**config.mk**
```make
export PLATFORM = sky130hd
export DESIGN_NAME = lru_page_replacement_flat
export DESIGN_NICKNAME = d
export VERILOG_FILES = /design/src/rtl/lrp_pkg.sv /design/src/rtl/lrp_req_if.sv /design/src/rtl/lrp_rsp_if.sv /design/src/rtl/lru_page_replacement.sv /design/src/rtl/lrp_ctrl.sv /design/src/rtl/lrp_dp.sv /design/src/flat_wrapper.sv
export SDC_FILE = /design/constraint.sdc
export NUM_CORES = 1
export LEC_CHECK = 0
export BUFFER_PORTS_ARGS = -buffer_cell sky130_fd_sc_hd__buf_4
export CAP_MARGIN = 0
export CORE_MARGIN = 2
export CORE_UTILIZATION = 45
export CTS_CLUSTER_DIAMETER = 200
export DETAILED_ROUTE_END_ITERATION = 10
export PLACE_DENSITY = 0.59
export SETUP_SLACK_MARGIN = 0.02
export SLEW_MARGIN = 20
export SYNTH_ARGS = -nofsm -noshare
export SYNTH_HDL_FRONTEND = slang
export SYNTH_SLANG_ARGS = --single-unit
```
**constraint.sdc**
```tcl
create_clock -name i_clk -period 23.2 [get_ports i_clk]
set_input_delay 1.16 -clock i_clk [delete_from_list [all_inputs] [get_ports i_clk]]
set_output_delay 1.16 -clock i_clk [all_outputs]
set_load 0.01 [all_outputs]
```
**src/rtl/lrp_pkg.sv**
```systemverilog
`timescale 1ns / 1ps

package lrp_pkg;

    // defaults handed to the top-level parameters
    localparam int LRP_FRAMES_DEF = 8;
    localparam int LRP_PAGES_DEF  = 16;

    // frames_in_use register
    localparam int                CFG_W     = 4;
    localparam logic [CFG_W-1:0]  CFG_RESET = 4'd8;

    localparam int FAULT_W = 32;

    // controller to datapath
    typedef struct packed {
        logic take;     // latch the incoming page
        logic find;     // hit search and victim choice
        logic commit;   // frame update and result load
    } t_lrp_cmd;

    // datapath to controller
    typedef struct packed {
        logic out_full;   // result register holds an item
        logic out_taken;  // that item leaves this cycle
    } t_lrp_sts;

endpackage

```
**src/rtl/lrp_req_if.sv**
```systemverilog
`timescale 1ns / 1ps

interface lrp_req_if #(
    parameter int PAGE_W = 4
);
    logic              valid;
    logic              ready;
    logic [PAGE_W-1:0] page;

    modport source (output valid, output page, input ready);
    modport sink   (input valid, input page, output ready);
endinterface

```
**src/rtl/lrp_rsp_if.sv**
```systemverilog
`timescale 1ns / 1ps

interface lrp_rsp_if #(
    parameter int PAGE_W  = 4,
    parameter int SLOT_W  = 3,
    parameter int FAULT_W = 32
);
    logic               valid;
    logic               ready;
    logic               hit;
    logic [SLOT_W-1:0]  slot;
    logic               evicted_valid;
    logic [PAGE_W-1:0]  evicted_page;
    logic [FAULT_W-1:0] fault_count;

    modport source (output valid, output hit, output slot, output evicted_valid,
                    output evicted_page, output fault_count, input ready);
    modport sink   (input valid, input hit, input slot, input evicted_valid,
                    input evicted_page, input fault_count, output ready);
endinterface

```
**src/rtl/lru_page_replacement.sv**
```systemverilog
`timescale 1ns / 1ps

// lru page replacement engine
// i_req carries one page reference per item (valid/ready, page). o_rsp
// returns one result per reference: hit, the frame slot that holds the
// page afterwards, the evicted page if any, and the saturating fault count.
// i_cfg_we/i_cfg_wdata write frames_in_use (0 acts as 1, above FRAMES acts
// as FRAMES); write it only while no reference is in flight.
// an accepted reference is latched, then its lookup and victim choice are
// registered, then its commit loads the result register once that is free.
// a new reference is taken only after the last one commits; take, lookup
// with victim choice, and frame update are steps over the shared frame table.
// i_req.ready is high only while the controller waits for a reference,
// independent of o_rsp, so a new reference goes in while a result waits.
// when o_rsp stalls, the next reference parks after its victim choice and
// commits in the cycle that the pending result is taken.
// reset (synchronous, active low): all frames empty, fault count zero,
// frames_in_use back to 8 (or FRAMES if smaller), no result pending.

module lru_page_replacement
    import lrp_pkg::*;
#(
    parameter int FRAMES = LRP_FRAMES_DEF,
    parameter int PAGES  = LRP_PAGES_DEF
)(
    input  logic             i_clk,
    input  logic             i_rst_n,
    input  logic             i_cfg_we,
    input  logic [CFG_W-1:0] i_cfg_wdata,
    lrp_req_if.sink          i_req,
    lrp_rsp_if.source        o_rsp
);

    // command and status between the sequencer and the frame table
    t_lrp_cmd cmd;
    t_lrp_sts sts;

    // three-step sequencer: wait, find, commit
    lrp_ctrl u_ctrl (
        .i_clk       (i_clk),
        .i_rst_n     (i_rst_n),
        .i_req_valid (i_req.valid),
        .o_req_ready (i_req.ready),
        .i_sts       (sts),
        .o_cmd       (cmd)
    );

    // frame table, ranks, counters and the result register
    lrp_dp #(
        .FRAMES (FRAMES),
        .PAGES  (PAGES)
    ) u_dp (
        .i_clk       (i_clk),
        .i_rst_n     (i_rst_n),
        .i_cfg_we    (i_cfg_we),
        .i_cfg_wdata (i_cfg_wdata),
        .i_cmd       (cmd),
        .i_page      (i_req.page),
        .o_sts       (sts),
        .o_rsp       (o_rsp)
    );

endmodule

```
**src/rtl/lrp_ctrl.sv**
```systemverilog
`timescale 1ns / 1ps

module lrp_ctrl
    import lrp_pkg::*;
(
    input  logic     i_clk,
    input  logic     i_rst_n,
    input  logic     i_req_valid,
    output logic     o_req_ready,
    input  t_lrp_sts i_sts,
    output t_lrp_cmd o_cmd
);

    typedef enum logic [2:0] {
        ST_IDLE   = 3'b001,
        ST_FIND   = 3'b010,
        ST_COMMIT = 3'b100
    } t_state;

    t_state r_state;
    t_state n_state;
    logic   commit_ok;

    assign commit_ok = !i_sts.out_full || i_sts.out_taken;

    always_comb begin
        n_state      = r_state;
        o_req_ready  = 1'b0;
        o_cmd.take   = 1'b0;
        o_cmd.find   = 1'b0;
        o_cmd.commit = 1'b0;
        unique case (r_state)
            ST_IDLE: begin
                o_req_ready = 1'b1;
                if (i_req_valid) begin
                    o_cmd.take = 1'b1;
                    n_state    = ST_FIND;
                end
            end
            ST_FIND: begin
                o_cmd.find = 1'b1;
                n_state    = ST_COMMIT;
            end
            ST_COMMIT: begin
                // hold here while the previous result is still unread
                if (commit_ok) begin
                    o_cmd.commit = 1'b1;
                    n_state      = ST_IDLE;
                end
            end
            default: begin
                n_state = ST_IDLE;
            end
        endcase
    end

    always_ff @(posedge i_clk) begin
        if (!i_rst_n) begin
            r_state <= ST_IDLE;
        end else begin
            r_state <= n_state;
        end
    end

endmodule

```
**src/rtl/lrp_dp.sv**
```systemverilog
`timescale 1ns / 1ps

module lrp_dp
    import lrp_pkg::*;
#(
    parameter int FRAMES = LRP_FRAMES_DEF,
    parameter int PAGES  = LRP_PAGES_DEF
)(
    input  logic                      i_clk,
    input  logic                      i_rst_n,
    input  logic                      i_cfg_we,
    input  logic [CFG_W-1:0]          i_cfg_wdata,
    input  t_lrp_cmd                  i_cmd,
    input  logic [$clog2(PAGES)-1:0]  i_page,
    output t_lrp_sts                  o_sts,
    lrp_rsp_if.source                 o_rsp
);

    localparam int PAGE_W  = $clog2(PAGES);
    localparam int SLOT_W  = (FRAMES > 1) ? $clog2(FRAMES) : 1;
    localparam int RANK_W  = SLOT_W;
    localparam int FILL_W  = $clog2(FRAMES + 1);
    localparam int WIN_RST = (int'(CFG_RESET) > FRAMES) ? FRAMES : int'(CFG_RESET);
    localparam logic [RANK_W-1:0] RANK_MAX = RANK_W'(FRAMES - 1);

    // frame table
    logic [PAGE_W-1:0]  r_fpage [FRAMES];
    logic [RANK_W-1:0]  r_rank  [FRAMES];
    logic [FRAMES-1:0]  r_valid;
    logic [FILL_W-1:0]  r_filled;
    logic [FILL_W-1:0]  r_win;      // clamped frames_in_use
    logic [FAULT_W-1:0] r_faults;

    // item in flight
    logic [PAGE_W-1:0]  r_page;
    logic               r_hit;
    logic [SLOT_W-1:0]  r_tgt;
    logic [RANK_W-1:0]  r_ref_rank;
    logic               r_fill;
    logic               r_ev_valid;
    logic [PAGE_W-1:0]  r_ev_page;

    // result register
    logic               r_out_valid;
    logic               r_out_hit;
    logic [SLOT_W-1:0]  r_out_slot;
    logic               r_out_ev_valid;
    logic [PAGE_W-1:0]  r_out_ev_page;
    logic [FAULT_W-1:0] r_out_faults;

    logic [FILL_W-1:0]  n_win;
    logic [FAULT_W-1:0] n_faults;

    logic               f_found;
    logic [SLOT_W-1:0]  f_hit_idx;
    logic               f_any;
    logic [RANK_W-1:0]  f_oldest;
    logic [SLOT_W-1:0]  f_vic;
    logic               f_fill_ok;
    logic [SLOT_W-1:0]  f_tgt;

    always_comb begin
        if (i_cfg_wdata == '0) begin
            n_win = FILL_W'(1);
        end else if (int'(i_cfg_wdata) > FRAMES) begin
            n_win = FILL_W'(FRAMES);
        end else begin
            n_win = FILL_W'(i_cfg_wdata);
        end
    end

    // hit search, lowest index first; lru victim, lowest index on a tie
    always_comb begin
        f_found   = 1'b0;
        f_hit_idx = '0;
        f_any     = 1'b0;
        f_oldest  = '0;
        f_vic     = '0;
        for (int i = 0; i < FRAMES; i++) begin
            if (FILL_W'(i) < r_win && r_valid[i]) begin
                if (!f_found && r_fpage[i] == r_page) begin
                    f_found   = 1'b1;
                    f_hit_idx = SLOT_W'(i);
                end
                if (!f_any || r_rank[i] > f_oldest) begin
                    f_any    = 1'b1;
                    f_oldest = r_rank[i];
                    f_vic    = SLOT_W'(i);
                end
            end
        end
        f_fill_ok = r_filled < r_win;
        if (f_found) begin
            f_tgt = f_hit_idx;
        end else if (f_fill_ok) begin
            f_tgt = r_filled[SLOT_W-1:0];
        end else begin
            f_tgt = f_any ? f_vic : '0;
        end
    end

    assign n_faults = (r_faults == '1) ? r_faults : r_faults + FAULT_W'(1);

    // payload registers
    always_ff @(posedge i_clk) begin
        if (i_cmd.take) begin
            r_page <= i_page;
        end
        if (i_cmd.find) begin
            r_hit      <= f_found;
            r_tgt      <= f_tgt;
            r_ref_rank <= f_found ? r_rank[f_hit_idx] : RANK_MAX;
            r_fill     <= !f_found && f_fill_ok;
            r_ev_valid <= !f_found && r_valid[f_tgt];
            r_ev_page  <= (!f_found && r_valid[f_tgt]) ? r_fpage[f_tgt] : '0;
        end
        if (i_cmd.commit) begin
            for (int i = 0; i < FRAMES; i++) begin
                if (SLOT_W'(i) == r_tgt) begin
                    r_rank[i] <= '0;
                    if (!r_hit) begin
                        r_fpage[i] <= r_page;
                    end
                end else if (r_valid[i] && r_rank[i] < r_ref_rank &&
                             r_rank[i] != RANK_MAX) begin
                    r_rank[i] <= r_rank[i] + RANK_W'(1);
                end
            end
            r_out_hit      <= r_hit;
            r_out_slot     <= r_tgt;
            r_out_ev_valid <= r_ev_valid;
            r_out_ev_page  <= r_ev_page;
            r_out_faults   <= r_hit ? r_faults : n_faults;
        end
    end

    // control state
    always_ff @(posedge i_clk) begin
        if (!i_rst_n) begin
            r_valid     <= '0;
            r_filled    <= '0;
            r_win       <= FILL_W'(WIN_RST);
            r_faults    <= '0;
            r_out_valid <= 1'b0;
        end else begin
            if (i_cfg_we) begin
                r_win <= n_win;
            end
            if (i_cmd.commit && !r_hit) begin
                r_valid[r_tgt] <= 1'b1;
                r_faults       <= n_faults;
                if (r_fill) begin
                    r_filled <= r_filled + FILL_W'(1);
                end
            end
            if (i_cmd.commit) begin
                r_out_valid <= 1'b1;
            end else if (o_rsp.ready) begin
                r_out_valid <= 1'b0;
            end
        end
    end

    assign o_sts.out_full  = r_out_valid;
    assign o_sts.out_taken = r_out_valid && o_rsp.ready;

    assign o_rsp.valid         = r_out_valid;
    assign o_rsp.hit           = r_out_hit;
    assign o_rsp.slot          = r_out_slot;
    assign o_rsp.evicted_valid = r_out_ev_valid;
    assign o_rsp.evicted_page  = r_out_ev_page;
    assign o_rsp.fault_count   = r_out_faults;

`ifndef NO_ASSERTIONS
    a_commit_free: assert property (@(posedge i_clk) disable iff (!i_rst_n)
        i_cmd.commit |-> (!r_out_valid || o_rsp.ready))
        else $error("commit over an unread result");

    a_commit_shows: assert property (@(posedge i_clk) disable iff (!i_rst_n)
        i_cmd.commit |=> r_out_valid)
        else $error("result not shown after commit");

    a_faults_mono: assert property (@(posedge i_clk) disable iff (!i_rst_n)
        1'b1 |=> r_faults >= $past(r_faults))
        else $error("fault count went backward");

    a_fill_bound: assert property (@(posedge i_clk) disable iff (!i_rst_n)
        i_cmd.commit && r_fill |-> r_filled < r_win)
        else $error("fill past the window");
`endif

endmodule

```
**src/flat_wrapper.sv**
```systemverilog
// flat-port wrapper written by rule: the top's interface ports become plain ports
module lru_page_replacement_flat import lrp_pkg::*;
#(
    parameter int FRAMES = LRP_FRAMES_DEF,
    parameter int PAGES  = LRP_PAGES_DEF
)
  (i_clk, i_rst_n, i_cfg_we, i_cfg_wdata, i_req_valid, i_req_page, i_req_ready, o_rsp_valid, o_rsp_hit, o_rsp_slot, o_rsp_evicted_valid, o_rsp_evicted_page, o_rsp_fault_count, o_rsp_ready);
  lrp_req_if #(.PAGE_W((4))) i_req_i ();
  lrp_rsp_if #(.PAGE_W((4)), .SLOT_W((3)), .FAULT_W(FAULT_W)) o_rsp_i ();
  input  logic i_clk;
  input  logic i_rst_n;
  input  logic i_cfg_we;
  input  logic [CFG_W-1:0] i_cfg_wdata;
  input wire logic [$bits(i_req_i.valid)-1:0] i_req_valid;
  input wire logic [$bits(i_req_i.page)-1:0] i_req_page;
  output wire logic [$bits(i_req_i.ready)-1:0] i_req_ready;
  output wire logic [$bits(o_rsp_i.valid)-1:0] o_rsp_valid;
  output wire logic [$bits(o_rsp_i.hit)-1:0] o_rsp_hit;
  output wire logic [$bits(o_rsp_i.slot)-1:0] o_rsp_slot;
  output wire logic [$bits(o_rsp_i.evicted_valid)-1:0] o_rsp_evicted_valid;
  output wire logic [$bits(o_rsp_i.evicted_page)-1:0] o_rsp_evicted_page;
  output wire logic [$bits(o_rsp_i.fault_count)-1:0] o_rsp_fault_count;
  input wire logic [$bits(o_rsp_i.ready)-1:0] o_rsp_ready;
  assign i_req_i.valid = i_req_valid;
  assign i_req_i.page = i_req_page;
  assign i_req_ready = i_req_i.ready;
  assign o_rsp_valid = o_rsp_i.valid;
  assign o_rsp_hit = o_rsp_i.hit;
  assign o_rsp_slot = o_rsp_i.slot;
  assign o_rsp_evicted_valid = o_rsp_i.evicted_valid;
  assign o_rsp_evicted_page = o_rsp_i.evicted_page;
  assign o_rsp_fault_count = o_rsp_i.fault_count;
  assign o_rsp_i.ready = o_rsp_ready;
  lru_page_replacement #(.FRAMES(FRAMES), .PAGES(PAGES)) u_core (.i_clk(i_clk), .i_rst_n(i_rst_n), .i_cfg_we(i_cfg_we), .i_cfg_wdata(i_cfg_wdata), .i_req(i_req_i), .o_rsp(o_rsp_i));
endmodule
```
==> metrics.cfg, run 1 <==
[run_status]
status = complete, no violations

[global_routing]
first_global_vias = 6639
grt_first_pass_wirelength_um = 36300
grt_max_degree = 58
grt_overflow = 0
grt_antenna_before_repair = 0
gr-usage-all-layers_pct = 21.2

[route]
via_per_inst = 5.56
drc = 0
vias = 6955
wl_per_cell_um = 18.3
dr.pass1.iters = 5
wl_um = 22900
postRouteAntennaNets = 0
drt_iter0_drc = 645

[floorplan]
coreArea_um2 = 20900
die_h_um = 150
die_w_um = 150
row_count = 53
ios = 56
design.die.area_um2 = 22400
initial_core_util_pct = 45.6

[final_layout]
n_antenna_cell = 0
area_growth_pct = 12.8
nets = 1034
fin_area_um2 = 10800
fillers = 1942
drive_gt1_share_pct = 13.6

[sta]
slew_violations = 0
hold_viol = 0
rsz0062_at_grt = false
worst_pin_slew_ns = 0.894
max_freq_mhz = 81.5
tns_ns = 0
setup_violations = 0
min_period_ns = 12.27
clock-skew-final_ns = 0.00955
slew_headroom_pct = 39.8
fin_crit_sh_pct = 52.9

[yosys]
ys_types = 70
synth-async-reset-ratio_pct = 0
syn_inst = 916
synthTopCellsByArea = edfxtp_1 (36%), dfxtp_1 (11%), ha_1 (7.6%)
synth_compound_area_share_pct = 12.2
syn_avg_cell_area_um2 = 10.4
synth.ff_latch_count = 166
synth_nets = 987
synth_warnings = 0
synth-xor-area-share_pct = 7.81
yosysMostFrequentCell = edfxtp_1
synthFlopType = edfxtp_1
synthesis.area_um2 = 9530
synth-seq-area-share_pct = 46.8
synth_largest_area_cell = edfxtp_1
synthAdderAreaFrac_pct = 7.61
synthSimpleGateAreaFrac_pct = 17.7
synth_top_area_share_pct = 35.9
synth_top_family_by_area = simple AND/OR/NAND/NOR gates
synth_edf_count = 114
ys_top_cells_by_count = edfxtp_1 (114), nand2_1 (75), nor2_1 (62), ha_1 (58), dfxtp_1 (52)
synth_mux_area_share_pct = 4.28

[clock_network]
cts.htree.levels = 4
clkLatencyLatePin_ns = 0.44
cts_resized = 0
numClockSinks = 166
cts_made_buffers = 17
cts_tree = yes
holdBufCountCts = 0
cts_buffer_depth = 2
cts_setup_buffers = 0
cts_root_buffer = clkbuf_16
clkTransAtPathRegs_ns = 0.07

[hold_path]
worstHoldStart = u_core.u_dp.r_ev_valid$_DFFE_PP_
hp-class = reg2reg

[worst_setup_path]
critical_path_arrival_ns = 12.42
critPathMaxFanout = 18
crit_path_max_incr_delay_ns = 0.48
cp-start-kind = flip-flop
worstSetupEndpoint = u_core.u_dp.r_ev_page[2]$_SDFFCE_PN0P_
crit_start = u_core.u_dp.r_win[3]$_SDFFE_PN1P_
reg2reg_depth = 52
rrSetupSlack_ns = 10.93
critPathMostFrequentCell = o21ai_0
end_kind = flip-flop
slowest_stage = o41a_1
r2r-start = u_core.u_dp.r_win[3]$_SDFFE_PN1P_
worstPathRequired_ns = 23.35
criticalPathCategory = reg2reg
r2r-end = u_core.u_dp.r_ev_page[2]$_SDFFCE_PN0P_

[pwr]
ir_drop_mv = 0.0505
powerDensity_nw_per_um2 = 56.4
power_leakage_nw = 4.27

[place]
dp_hpwl_um = 16200
finalWeightedCongestion = 0.886
post_dp_cell_area_um2 = 10200
port_buffers = 55

[job]
maxCapViolations = 0

-- cells by family after synthesis --
kind of cell | count (synthesis)
adders and majority gates | 58
muxes | 36
and+or+nand+nor | 326
DFF | 166
buffers and inverters | 82
AOI/OAI and AO/OA | 163
xor gates and xnor gates | 85
-- critical path, delay by kind of cell (launching register included) --
family,cells,cell delay [ns]
adder cells (fa/ha/maj),7,1.94
multiplexers,6,2.18
buffers and inverters,4,0.48
flip-flops,1,0.42
AND/OR/NAND/NOR,12,1.89
AO/OA/AOI/OAI,23,5.06
-- per-layer routing --
metal / wire length [um] / part of all wire [%] / track usage, % / vias up
met5: 0 / 0 / 0 / -
met4: 484 / 2.1 / 6.57 / 0
met3: 1230 / 5.4 / 4.15 / 37
met2: 10600 / 46 / 34.1 / 184
met1: 10600 / 46 / 29.1 / 3321
li1: - / - / - / 3413
-- report_power, final --
group          internal, mW  total, mW  leakage [nW]  switching, mW
Clock                 0.142      0.274         0.277          0.132
Sequential            0.315      0.320          1.47        0.00429
Combinational       0.00578     0.0122          2.52        0.00644
Total                 0.464      0.606          4.27          0.143
-- layout make-up --
cell class	instances	area [um2]	area share [%]
Clock buffer	18	429	3.99
Clock inverter	14	136	1.27
Inverter	47	178	1.65
Multi-Input combinational cell	668	4730	44.0
Sequential cell	166	4460	41.5
Tap cell	275	344	3.20
Timing Repair Buffer	63	473	4.40
-- worst min-delay path by stage --
stage / endpoint / slack [ns] / cells past startpoint
after detailed placement: u_core.u_dp.o_rsp.evicted_valid$_DFFE_PP_ / 0.40 / 0
after CTS: u_core.u_dp.o_rsp.evicted_valid$_DFFE_PP_ / 0.42 / 0
final: u_core.u_dp.o_rsp.evicted_valid$_DFFE_PP_ / 0.42 / 0
after floorplan: u_core.u_dp.o_rsp.evicted_page[0]$_DFFE_PP_ / 0.40 / 0
after global routing: u_core.u_dp.o_rsp.evicted_valid$_DFFE_PP_ / 0.44 / 0
after global placement: u_core.u_dp.o_rsp.evicted_valid$_DFFE_PP_ / 0.40 / 0
-- registers in the layout, summed over array words and instances (netlist names), 3 cells and up --
register	cells
u_core.u_ctrl.r_state	3
u_core.u_dp.o_rsp.evicted_page	4
u_core.u_dp.o_rsp.fault_count	32
u_core.u_dp.o_rsp.slot	3
u_core.u_dp.r_ev_page	4
u_core.u_dp.r_faults	32
u_core.u_dp.r_filled	4
u_core.u_dp.r_fpage	32
u_core.u_dp.r_page	4
u_core.u_dp.r_rank	24
u_core.u_dp.r_ref_rank	3
u_core.u_dp.r_tgt	3
u_core.u_dp.r_valid	8
u_core.u_dp.r_win	4
-- metrics by stage --
step	power, mW	hold WS (ns)	util (%)	setup WS [ns]	cells
finish	0.606	0.421	51.5	10.93	1251
global route	0.626	0.442	51.5	10.05	1251
CTS	0.612	0.421	51.5	11.06	1251
detailed placement	0.338	0.405	48.8	11.13	1219
global placement	0.338	0.403	48.8	11.41	1219
floorplan	0.333	0.400	-	12.15	916
-- cells in the final DEF, fill, tap and decap left out, types with 19 or more instances in the layout --
cell type  count
a21oi_1       20
and2_1        46
buf_4         63
dfxtp_1       52
edfxtp_1     114
ha_1          58
inv_1         43
nand2_1       75
nand3_1       33
nor2_1        62
nor3_1        19
o21ai_0       44
xnor2_1       43
xor2_1        42
Note: power is estimated with default switching activity, not from simulation.
==> inputs of run 2 (changes only) <==
- clock period: 23.2 -> 12.35 ns (I/O delays scaled with it)
==> run 2 against run 1 <==
Power grew 92%. Worst hold slack lost 0.051 ns. Via count shrank 0.93%. Sequential power grew 88%. Critical path depth grew 1. Fmax grew 5.4%. Flip-flop and latch count is the same. Critical path type unchanged. Critical endpoint is now u_core.u_dp.r_ev_page[3]$_SDFFCE_PN0P_. Largest power group unchanged. Highest routed layer unchanged.
==> metrics.cfg, run 2 (synthesis gave the netlist of run 1 again) <==
[route]
wl_um = 22700  ; -0.93%
postRouteAntennaNets = 0  ; unchanged
via_per_inst = 5.50  ; -1.0%
drt_iter0_drc = 557  ; -14%
vias = 6890  ; -0.93%
wl_per_cell_um = 18.1  ; -1.0%
drc = 0  ; unchanged
dr.pass1.iters = 7  ; +2

[sta]
slew_headroom_pct = 40.8  ; +0.99 points
max_freq_mhz = 85.9  ; +5.4%
hold_viol = 0  ; unchanged
setup_violations = 0  ; unchanged
final.setup.worst_slack_ns = 0.704  ; -10.23 ns
worst_pin_slew_ns = 0.879  ; -0.0147 ns
clock-skew-final_ns = 0.0127  ; +0.00312 ns
fin_crit_sh_pct = 94.3  ; +41 points
tns_ns = 0  ; unchanged
whs_ns = 0.370  ; -0.0514 ns
min_period_ns = 11.65  ; -0.624 ns
rsz0062_at_grt = false
slew_violations = 0  ; unchanged

[floorplan]
design.die.area_um2 = 22400  ; unchanged
row_count = 53  ; unchanged
ios = 56  ; unchanged
die_w_um = 150  ; unchanged
die_h_um = 150  ; unchanged
coreArea_um2 = 20900  ; unchanged
initial_core_util_pct = 45.6  ; unchanged

[worst_setup_path]
reg2reg_depth = 53  ; +1.9%
r2r-end = u_core.u_dp.r_ev_page[3]$_SDFFCE_PN0P_
worstPathRequired_ns = 12.56  ; -10.79 ns
criticalPathCategory = reg2reg
critical_path_arrival_ns = 11.86  ; -0.56 ns
cp-start-kind = flip-flop
slowest_stage = o41a_1
end_kind = flip-flop
crit_path_max_incr_delay_ns = 0.52  ; +0.04 ns
critPathMaxFanout = 18  ; unchanged
rrSetupSlack_ns = 0.70  ; -10.23 ns
r2r-start = u_core.u_dp.r_win[1]$_SDFFE_PN0P_

[run_status]
status = complete, no violations

[final_layout]
n_antenna_cell = 0  ; unchanged
drive_gt1_share_pct = 14.1  ; +0.50 points
area_growth_pct = 13.3
layout_commonest_cell = edfxtp_1
mostFrequentLayoutCells = edfxtp_1 (114), nand2_1 (75), buf_4 (64)
nets = 1035  ; +0.097%

[job]
maxCapViolations = 0  ; unchanged

[pwr]
powerDensity_nw_per_um2 = 108  ; +91%
clkPwrFrac_pct = 46.4  ; +1.2 points
pwr-share-comb_pct = 2.0  ; about the same
ir_drop_mv = 0.0958  ; +90%
switching_share_pct = 22.9  ; -0.65 points
seq_power_share_pct = 51.6  ; -1.1 points
switchingPower_mw = 0.266  ; +87%
power_leakage_nw = 4.30  ; +0.56%
intPower_mw = 0.897  ; +94%

[clock_network]
cts_tree = yes
clkTransAtPathRegs_ns = 0.07  ; about the same
clkLatencyLatePin_ns = 0.43  ; about the same
numClockSinks = 166  ; unchanged
cts_buffer_depth = 2  ; unchanged
cts_setup_buffers = 0  ; unchanged
cts_root_buffer = clkbuf_16
cts_made_buffers = 17  ; unchanged
cts.htree.levels = 4  ; unchanged

[global_routing]
first_global_vias = 6614  ; -0.38%
gr-usage-all-layers_pct = 21.1  ; -0.10 points
grt_max_degree = 58  ; unchanged
grt_antenna_before_repair = 0  ; unchanged
grt_first_pass_wirelength_um = 36200  ; -0.17%
grt_overflow = 0  ; unchanged

[hold_path]
hp-class = in2reg
whs_path_depth = 1  ; +1
holdPathEnd = u_core.u_dp.r_page[2]$_DFFE_PP_
worstHoldStart = i_req_page[2]

[place]
finalWeightedCongestion = 1.01  ; +13%
port_buffers = 55  ; unchanged
dp_hpwl_um = 15900  ; -1.7%
pre_cts_ws_ns = 0.415  ; -10.71 ns

[run 2: changes by cell type in the layout (fill, tap and decap cells not counted), sizes merged]
| cell | previous run | this run |
|---|---|---|
| bufinv | 0 | 1 |
| clkinv | 7 | 4 |
| buf | 63 | 64 |
| inv | 53 | 55 |
[run 2: per-layer routing]
metal	track usage [%]	up-vias	share of wire [%]
li1	-	3412	-
met1	28.7	3277	47
met2	33.7	177	46
met3	5.18	24	5.1
met4	5.86	0	1.6
met5	0	-	0
[run 2: through the flow]
step	power (mW)	std cells	utilization, %	cell area, um2
2_1_floorplan	0.626	916	-	9530
3_3_place_gp	0.636	1220	48.8	10200
3_5_place_dp	0.636	1220	48.8	10200
4_1_cts	1.17	1252	51.6	10800
5_1_grt	1.20	1252	51.7	10800
6_report	1.16	1252	51.7	10800
[run 2: worst max-delay path by stage]
stage	startpoint	endpoint	cells after the start
after floorplan	u_core.u_dp.r_win[1]$_SDFFE_PN0P_	u_core.u_dp.r_ev_page[0]$_SDFFCE_PN0P_	54
after global placement	u_core.u_dp.r_win[1]$_SDFFE_PN0P_	u_core.u_dp.r_ev_page[0]$_SDFFCE_PN0P_	53
after detailed placement	u_core.u_dp.r_win[2]$_SDFFE_PN0P_	u_core.u_dp.r_ev_page[3]$_SDFFCE_PN0P_	53
after CTS	u_core.u_dp.r_win[2]$_SDFFE_PN0P_	u_core.u_dp.r_ev_page[3]$_SDFFCE_PN0P_	53
after global routing	u_core.u_dp.r_win[3]$_SDFFE_PN1P_	u_core.u_dp.r_ev_page[3]$_SDFFCE_PN0P_	53
final	u_core.u_dp.r_win[1]$_SDFFE_PN0P_	u_core.u_dp.r_ev_page[3]$_SDFFCE_PN0P_	53
[run 2: power by group through the flow]
stage | clock network, mW | logic (mW) | registers (mW)
6_report | 0.540 | 0.0227 | 0.601
5_1_grt | 0.577 | 0.0251 | 0.601
4_1_cts | 0.551 | 0.0230 | 0.600
3_5_place_dp | 0 | 0.0229 | 0.613
3_3_place_gp | 0 | 0.0229 | 0.613
2_1_floorplan | 0 | 0.0192 | 0.607
[run 2: timing repair]
action                                  in CTS  in global routing
hold buffers                                 0                  0
endpoints found under the setup margin       0                  5
resized for setup                            0                  4
[run 2: final cells by class]
cell class	count	area [um2]
multi-input cells	668	4740
fillers	1933	10100
repair buffers	64	480
flip-flops and latches	166	4460
well taps	275	344
clock inverters	14	156
clock buffers	18	439
inverters	47	178
[run 2: worst max-delay path, delay by kind of cell (launching register included)]
family | cells | cell delay, ns
multiplexers | 5 | 1.71
flip-flops | 1 | 0.38
buffers and inverters | 5 | 0.65
AND/OR/NAND/NOR | 13 | 2.27
AO/OA/AOI/OAI | 23 | 4.46
adder cells (fa/ha/maj) | 7 | 1.96
==> inputs of run 3 (changes only) <==
- CORE_UTILIZATION: 45 -> 59
- PLACE_DENSITY: 0.59 -> 0.75
- SLEW_MARGIN: 20 -> 5
==> run 3 against run 2 <==
Routed wire length is 6.4% lower. Final cell count fell by 4.9%. First-iteration DRC count is 9.0% higher. Design area shrank 0.63%. Worst hold slack got worse by 0.0029 ns. Fmax decreased by 1.9%. Non-clock buffer count shrank 2. Die area shrank 23%. Largest power group unchanged. Highest routed layer unchanged.
==> metrics.cfg, run 3 (synthesis gave the netlist of run 1 again) <==
[clock_network]
holdBufCountCts = 0  ; unchanged
cts_made_buffers = 17  ; unchanged
cts_buffer_depth = 2  ; unchanged
cts_tree = yes
numClockSinks = 166  ; unchanged
cts.htree.levels = 4  ; unchanged
cts_root_buffer = clkbuf_16
clkTransAtPathRegs_ns = 0.06  ; about the same
clkLatencyLatePin_ns = 0.43  ; about the same

[worst_setup_path]
worstPathRequired_ns = 12.50  ; -0.06 ns
cp-start-kind = flip-flop
crit_path_max_incr_delay_ns = 0.54  ; +0.02 ns
critPathMostFrequentCell = o21ai_0
criticalPathCategory = reg2reg
slowest_stage = o41a_1
end_kind = flip-flop
critical_path_arrival_ns = 12.02  ; +0.16 ns
critPathMaxFanout = 18  ; unchanged

[route]
dr.pass1.iters = 5  ; -2
via_per_inst = 5.88  ; +6.8%
wl_um = 21200  ; -6.4%
drc = 0  ; unchanged
drt_iter0_drc = 607  ; +9.0%
postRouteAntennaNets = 0  ; unchanged
vias = 7000  ; +1.6%
wl_per_cell_um = 17.8  ; -1.6%

[final_layout]
layout_commonest_cell = edfxtp_1
area_growth_pct = 12.6
mostFrequentLayoutCells = edfxtp_1 (114), nand2_1 (75), nor2_1 (62)
drive_gt1_share_pct = 14.1  ; -0.074 points
nets = 1033  ; -0.19%
finalNonFillerCells = 1191  ; -4.9%
n_antenna_cell = 0  ; unchanged
fillers = 1223  ; -37%

[place]
finalWeightedCongestion = 0.972  ; -3.3%
port_buffers = 55  ; unchanged
placedCellCount = 1158  ; -5.1%
dp_hpwl_um = 15000  ; -6.1%

[global_routing]
first_global_vias = 6782  ; +2.5%
grt_antenna_before_repair = 0  ; unchanged
grt_overflow = 0  ; unchanged
grt_first_pass_wirelength_um = 34200  ; -5.5%
gr-usage-all-layers_pct = 24.9  ; +3.8 points
grt_max_degree = 58  ; unchanged

[pwr]
ir_drop_mv = 0.109  ; +13%
power_mw = 1.15  ; -1.0%
switching_share_pct = 21.1  ; -1.8 points
intPower_mw = 0.908  ; +1.2%
power_leakage_nw = 4.29  ; -0.18%
clkPwrFrac_pct = 45.8  ; -0.6 points
pwr-share-comb_pct = 2.0  ; about the same
seq_power_share_pct = 52.2  ; +0.6 points
switchingPower_mw = 0.243  ; -8.6%
powerDensity_nw_per_um2 = 107  ; -0.41%

[floorplan]
ios = 56  ; unchanged
die_h_um = 131  ; -12%
die_w_um = 131  ; -12%
initial_core_util_pct = 60.2  ; +15 points
row_count = 46  ; -13%
design.die.area_um2 = 17200  ; -23%
coreArea_um2 = 15800  ; -24%

[sta]
clock-skew-final_ns = 0.00949  ; -0.00318 ns
tns_ns = 0  ; unchanged
slew_violations = 0  ; unchanged
setup_violations = 0  ; unchanged
slew_headroom_pct = 25.1  ; -16 points
fin_crit_sh_pct = 96.1  ; +1.8 points
max_freq_mhz = 84.3  ; -1.9%
worst_pin_slew_ns = 1.12  ; +0.244 ns
hold_viol = 0  ; unchanged
min_period_ns = 11.87  ; +0.221 ns

[run_status]
status = complete, no violations

[hold_path]
hp-class = in2reg

[job]
maxCapViolations = 0  ; unchanged

[run 3: cell count changes in the layout (fill, tap and decap cells not counted), moves of 2 or more]
cell / before / now
buf_4: 64 / 61
inv_8: 5 / 2
clkinv_4: 0 / 2
inv_6: 4 / 2
[run 3: power by group through the flow]
stage	clock [mW]	sequential (mW)	combinational (mW)
after floorplan	0	0.607	0.0192
after global placement	0	0.613	0.0223
after detailed placement	0	0.613	0.0226
after CTS	0.536	0.601	0.0228
after global routing	0.557	0.601	0.0251
final	0.528	0.601	0.0227
[run 3: path summary, 6_finish.rpt]
path	startpoint	to	slack, ns	cells after the start
hold / removal	i_req_page[3]	u_core.u_dp.r_page[3]$_DFFE_PP_	0.37	1
setup / recovery	u_core.u_dp.r_win[3]$_SDFFE_PN1P_	u_core.u_dp.r_ev_page[2]$_SDFFCE_PN0P_	0.48	52
hold reg to reg	u_core.u_dp.r_ev_valid$_DFFE_PP_	u_core.u_dp.o_rsp.evicted_valid$_DFFE_PP_	0.42	0
setup reg to reg	u_core.u_dp.r_win[3]$_SDFFE_PN1P_	u_core.u_dp.r_ev_page[2]$_SDFFCE_PN0P_	0.48	52
[run 3: worst max-delay path, delay by kind of cell, from the launching register on]
kind | cells | cell delay (ns)
AOI/OAI and AO/OA | 23 | 4.81
muxes | 6 | 2.08
and+or+nand+nor | 12 | 1.95
buffers and inverters | 4 | 0.41
DFF | 1 | 0.42
adders and majority gates | 7 | 1.95
[run 3: routing by layer]
metal,up-vias,share of wire [%],GRT usage (%)
met2,246,48,41.9
met3,46,6.5,4.51
met5,-,0,0
met4,0,2.5,8.51
met1,3298,43,32.6
li1,3410,-,-
[run 3: repair_timing]
item                       CTS  global route
setup endpoints to repair    0             7
setup buffers                0             1
hold endpoints to repair     0             0
gates resized for setup      0             8
[run 3: area by class of cell]
class	count	area [um2]	share of cell area, %
inverter	47	178	1.66
clock inverter	11	114	1.06
clock buffer	21	482	4.49
sequential	166	4460	41.6
timing repair buffer	62	469	4.37
tap	216	270	2.52
multi-input combinational	668	4760	44.3
[run 3: per-stage QoR]
step	area, um2	util (%)	setup slack (ns)	hold slack, ns
2_1_floorplan	9530	-	1.30	0.400
3_3_place_gp	10100	63.8	0.483	0.401
3_5_place_dp	10100	63.8	0.186	0.405
6_report	10700	67.8	0.482	0.367
5_1_grt	10700	67.8	-0.0710	0.345
4_1_cts	10700	67.5	0.106	0.353
